**src/lis_pkg.sv**
```systemverilog
// Shared types and constants for the longest increasing subsequence length block.
`timescale 1ns / 1ps
package lis_pkg;

  localparam int MAX_LEN = 1024;
  localparam int ADDR_W  = $clog2(MAX_LEN);
  localparam int CNT_W   = $clog2(MAX_LEN + 1);
  localparam int KEY_W   = 64;
  localparam int POS_W   = 10;
  localparam int LEN_W   = 11;
  localparam int OUT_W   = 24;

  typedef enum logic [1:0] {
    ST_IDLE,
    ST_ISSUE,
    ST_PROBE,
    ST_FINISH
  } lis_state_t;

  // Controller to datapath
  typedef struct packed {
    logic load;
    logic issue;
    logic probe;
    logic commit;
  } lis_cmd_t;

  // Datapath to controller
  typedef struct packed {
    logic more;
    logic out_free;
  } lis_sts_t;

endpackage

```
**src/lis_ctrl.sv**
```systemverilog
// Controller state machine: accept, binary-search probes, commit.
`timescale 1ns / 1ps
module lis_ctrl import lis_pkg::*; (
  input  logic     clk,
  input  logic     rst_n,
  input  logic     in_tvalid,
  output logic     in_tready,
  input  lis_sts_t sts,
  output lis_cmd_t cmd
);

  lis_state_t state_r, state_nxt;

  always_ff @(posedge clk) begin
    if (!rst_n) begin
      state_r <= ST_IDLE;
    end else begin
      state_r <= state_nxt;
    end
  end

  always_comb begin
    state_nxt = state_r;
    cmd       = '0;
    in_tready = 1'b0;
    unique case (state_r)
      ST_IDLE: begin
        in_tready = 1'b1;
        if (in_tvalid) begin
          cmd.load  = 1'b1;
          state_nxt = ST_ISSUE;
        end
      end
      ST_ISSUE: begin
        cmd.issue = 1'b1;
        state_nxt = sts.more ? ST_PROBE : ST_FINISH;
      end
      ST_PROBE: begin
        // compare the returned tail and launch the next probe in the same cycle
        cmd.probe = 1'b1;
        cmd.issue = 1'b1;
        state_nxt = sts.more ? ST_PROBE : ST_FINISH;
      end
      ST_FINISH: begin
        if (sts.out_free) begin
          cmd.commit = 1'b1;
          state_nxt  = ST_IDLE;
        end
      end
      default: state_nxt = ST_IDLE;
    endcase
  end

endmodule

```
**config.mk**
```make
export PLATFORM = sky130hd
export DESIGN_NAME = lis_ctrl
export DESIGN_NICKNAME = d
export VERILOG_FILES = /design/src/lis_pkg.sv /design/src/lis_ctrl.sv
export SDC_FILE = /design/constraint.sdc
export NUM_CORES = 1
export LEC_CHECK = 0
export ABC_AREA = 1
export BUFFER_PORTS_ARGS = -buffer_cell sky130_fd_sc_hd__buf_2
export CORE_AREA = 4 4 41 43
export CTS_BUF_LIST = sky130_fd_sc_hd__clkbuf_4
export DETAILED_ROUTE_END_ITERATION = 6
export DIE_AREA = 0 0 45 47
export MAX_ROUTING_LAYER = met4
export PLACE_DENSITY_LB_ADDON = 0.12
export SYNTH_ARGS = -nofsm -noshare
export SYNTH_HDL_FRONTEND = slang
export SYNTH_SLANG_ARGS = --single-unit
```
**constraint.sdc**
```tcl
create_clock -name clk -period 1.4 [get_ports clk]
set_input_delay 0.07 -clock clk [delete_from_list [all_inputs] [get_ports clk]]
set_output_delay 0.07 -clock clk [all_outputs]
set_load 0.05 [all_outputs]
```
==> results.cfg, run 1 <==
[grt]
grt_max_degree = 5
antenna_found_initial = 0
grt_pass1_vias = 175
met3_usage_pct = 1.15
gr-usage-met2_pct = 5.93
grt_pass1_wl_microns = 627
met1_usage_pct = 4.76
overflow = 0
grt-busiest-layer = met4
track_usage_pct = 4.89

[floorplan]
die-height_microns = 47
io_pins = 10
dieArea_sq_um = 2120
initial_utilization_pct = 13.4
rows = 13
coreArea_sq_um = 1300
die_w_microns = 45

[critical_path]
ff2ff_setup_slack_ns = 0.29
path_buf_inv = 2
r2r-start = state_r[0]
crit_chain = inv_1 > ha_1 > buf_2
cp.required_ns = 1.33
start_kind = flip-flop
endpoint_kind = output port
critPathTopFamily = flip-flops
cp_data_arrival_time_ns = 1.22
critPathMaxFanout = 4
critical_path_class = flip-flop to output port
crit_slowest_cell = dfxtp_1
reg2reg_depth = 6
rr_endpoint = state_r[0]
cpPeakStageDelay_ns = 0.34

[drt]
via_per_inst = 3.31
num_vias = 179
drc = 0
wirelength_microns = 360
antenna_left = 0
drt-initial-drc-count = 4
wl_per_cell_microns = 6.67
drtPass1Iterations = 2

[hold_path]
hold_end = state_r[0]
hold_start = rst_n
hold_path_class = input pin to flip-flop
min_path_cells = 3

[timing]
maxSlewViolCount = 0
hold_viol = 0
fin_skew_ns = 0.000834
grt_setup_unrepaired = no
tightest_slew_ns = 0.249
setup-violations-final = 0
finalSetupTns_ns = 0
slew_headroom_pct = 83.5
setup_slack_ns = 0.109
max_freq_mhz = 774
period_needed_ns = 1.29
finalCritPeriodShare_pct = 92.2

[placement]
placed_cell_area_sq_um = 230
place_ws_ns = 0.277
routabilityCongestion = 0.759
dp_hpwl_microns = 319
port_buffers = 9

[synth]
yosysWarnings = 0
synthDominantCellAreaShare_pct = 23.0
syn_avg_cell_area_sq_um = 6.21
syn_area_sq_um = 174
netlist_instances = 28
seq_area_frac_synth_pct = 23.0
synth_top_area_cell = dfxtp_1
yosys-top-cells-area = dfxtp_1 23%, ha_1 22%, nand2_1 17%
ys_types = 8
ys_ff_latch = 2
syn-num-nets = 36

[finish]
nNetsFinal = 49
areaGrowthSynthToFinish_pct = 45.3
final_core_util_pct = 19.4
largest_reg_flops = 2
top_regs = state_r (2)
regMostFlops = state_r
mostFrequentLayoutCell = buf_2
mostFrequentLayoutCells = 9 x buf_2, 8 x nand2_1, 7 x inv_1
n_fill_cell = 166
drive_gt1_share_pct = 35.9
n_antenna_cell = 0
finalInstanceArea_sq_um = 253

[clocking]
cts.clk_slew.worst_paths_ns = 0.03
cts_buffer_depth = 2
post_cts_resized = 0
post_cts_buffers = 0
worstSkewPairLatency_ns = 0.22
numCtsBuffers = 3
htree_levels = 1
postCtsHoldBufs = 0
cts_num_sinks = 2
cts-root-buf = clkbuf_4
cts_tree = done

[run]
drv_cap = 0

[outcome]
status = finished clean
-- worst register-to-register path: stages, from the launching register on --
cell	delay, ns
dfxtp_1	0.32
inv_1	0.07
ha_1	0.34
nand2_1	0.08
o21ai_0	0.07
nor2_1	0.08
nor2_1	0.05
-- metrics by stage --
stage / hold WS (ns) / cells
2_1_floorplan: 0.190 / 28
3_3_place_gp: 0.307 / 51
3_5_place_dp: 0.312 / 51
4_1_cts: 0.0754 / 54
5_1_grt: 0.102 / 54
6_report: 0.0827 / 54
-- layer usage --
| layer | part of all wire [%] | vias up |
|---|---|---|
| li1 | - | 100 |
| met1 | 41 | 70 |
| met2 | 43 | 7 |
| met3 | 12 | 2 |
| met4 | 3.3 | 0 |
| met5 | 0 | - |
-- cells by family (layout without fill, tap and decap cells) --
family | Yosys count | after routing | synth area share, %
AO/OA/AOI/OAI | 1 | 1 | 2.87
adder cells (fa/ha/maj) | 3 | 3 | 21.6
buffers and inverters | 8 | 19 | 19.4
flip-flops | 2 | 2 | 23.0
AND/OR/NAND/NOR | 14 | 14 | 33.1
-- layout make-up --
class	count	area (sq um)	share of cell area (%)
well taps	15	18.8	7.43
repair buffers	9	45.0	17.8
inverters	7	26.3	10.4
multi-input cells	18	100	39.6
flip-flops and latches	2	40.0	15.8
clock buffers	3	22.5	8.91
-- Yosys cell counts, drive strengths merged --
master	n
nor2	4
buf	1
inv	7
dfxtp	2
o21ai	1
ha	3
nand2	10
-- how the worst max path moves through the flow --
stage          startpoint    endpoint  slack [ns]  cells past startpoint
3_5_place_dp   state_r[0]  state_r[0]        0.28                      6
4_1_cts        state_r[0]      cmd[2]        0.08                      3
6_report       state_r[1]      cmd[2]        0.11                      3
3_3_place_gp   state_r[0]  state_r[0]        0.28                      6
5_1_grt        state_r[1]      cmd[2]        0.04                      3
2_1_floorplan  state_r[0]      cmd[3]        0.03                      4
Power of run 1 is left out: the tool's default activity adds up to more than one toggle a clock period on the data nets, which glitch-free logic cannot reach.
==> run 2: changes to the inputs <==
PLACE_DENSITY = 0.4   (was default)
PLACE_DENSITY_LB_ADDON = default   (was 0.12)
==> results.cfg, run 2 (synthesized netlist as in run 1, its figures left out) <==
[finish]
mostFrequentLayoutCell = buf_2
nNetsFinal = 49
n_fill_cell = 156
fin_cells = 54
top_regs = state_r (2)
drive_gt1_share_pct = 35.9
n_antenna_cell = 0
regMostFlops = state_r
largest_reg_flops = 2
areaGrowthSynthToFinish_pct = 45.3
mostFrequentLayoutCells = 9 x buf_2, 8 x nand2_1, 7 x inv_1

[placement]
routabilityCongestion = 0.579
dp.cells = 51
port_buffers = 9
place_ws_ns = 0.283

[clocking]
numCtsBuffers = 3
post_cts_resized = 0
postCtsHoldBufs = 0
cts_tree = done
cts_buffer_depth = 2
cts.clk_slew.worst_paths_ns = 0.03
worstSkewPairLatency_ns = 0.22
cts-root-buf = clkbuf_4
htree_levels = 1
post_cts_buffers = 0
cts_num_sinks = 2

[drt]
highest_layer = met3
drt-initial-drc-count = 0
met2_length_microns = 133
drt-met1-wl_microns = 161
wl_met3_microns = 60
antenna_left = 0
wirelength_microns = 355
via_per_inst = 3.31
drtPass1Iterations = 1
num_vias = 179
drc = 0
wl_per_cell_microns = 6.57

[timing]
grt_setup_unrepaired = no
setup_slack_ns = 0.116
finalSetupTns_ns = 0
max_freq_mhz = 779
hold_viol = 0
tightest_slew_ns = 0.249
maxSlewViolCount = 0
fin_skew_ns = 0.00112
setup-violations-final = 0
slew_headroom_pct = 83.5
finalCritPeriodShare_pct = 91.7
period_needed_ns = 1.28

[critical_path]
ff2ff_setup_slack_ns = 0.29
rr_endpoint = state_r[0]
cp.required_ns = 1.33
cp_data_arrival_time_ns = 1.21
r2r-start = state_r[0]
endpoint_kind = output port
start_kind = flip-flop
reg2reg_depth = 6
critical_path_class = flip-flop to output port
critPathMaxFanout = 4

[grt]
grt_pass1_vias = 149
overflow = 0
track_usage_pct = 4.64
antenna_found_initial = 0
grt_max_degree = 5
grt_pass1_wl_microns = 552

[floorplan]
die_w_microns = 45
die-height_microns = 47
rows = 13
initial_utilization_pct = 13.4
coreArea_sq_um = 1300
dieArea_sq_um = 2120
io_pins = 10

[outcome]
status = finished clean

[run]
drv_cap = 0

[hold_path]
hold_path_class = input pin to flip-flop
hold_end = state_r[1]
hold_start = rst_n
min_path_cells = 3
[run 2: cell counts in the layout (fill, tap and decap cells not counted)]
Identical to the previous run, type by type.
[run 2: layout make-up]
class,instances,area [sq um],area share [%]
Sequential cell,2,40.0,15.8
Timing Repair Buffer,9,45.0,17.8
Tap cell,15,18.8,7.43
Inverter,7,26.3,10.4
Clock buffer,3,22.5,8.91
Multi-Input combinational cell,18,100,39.6
[run 2: stage by stage]
| step | util (%) | cell area [sq um] | hold WS (ns) |
|---|---|---|---|
| CTS | 19.4 | 253 | 0.0750 |
| floorplan | - | 174 | 0.190 |
| global placement | 17.7 | 230 | 0.314 |
| detailed placement | 17.7 | 230 | 0.319 |
| finish | 19.4 | 253 | 0.0851 |
| global route | 19.4 | 253 | 0.0696 |
[run 2: worst max path at each step]
stage,startpoint,to,slack [ns],depth (start not counted)
after floorplan,state_r[0],cmd[3],0.03,4
after global placement,state_r[0],state_r[0],0.25,5
after detailed placement,state_r[0],state_r[0],0.28,6
after global routing,state_r[1],cmd[2],0.04,3
final,state_r[1],cmd[2],0.12,3
after CTS,state_r[1],cmd[2],0.09,3
[run 2: critical path, cell delays in order, from the launching register on]
cell and delay, ns:
dfxtp_1 0.34, inv_1 0.06, ha_1 0.31, buf_2 0.27
[run 2: routing by layer]
| metal | vias to the layer above | global-route usage (%) |
|---|---|---|
| met5 | - | - |
| met4 | 0 | 7.02 |
| met3 | 0 | 4.98 |
| met2 | 8 | 4.80 |
| met1 | 70 | 3.39 |
| li1 | 101 | - |
Power of run 2 is left out for the same reason.
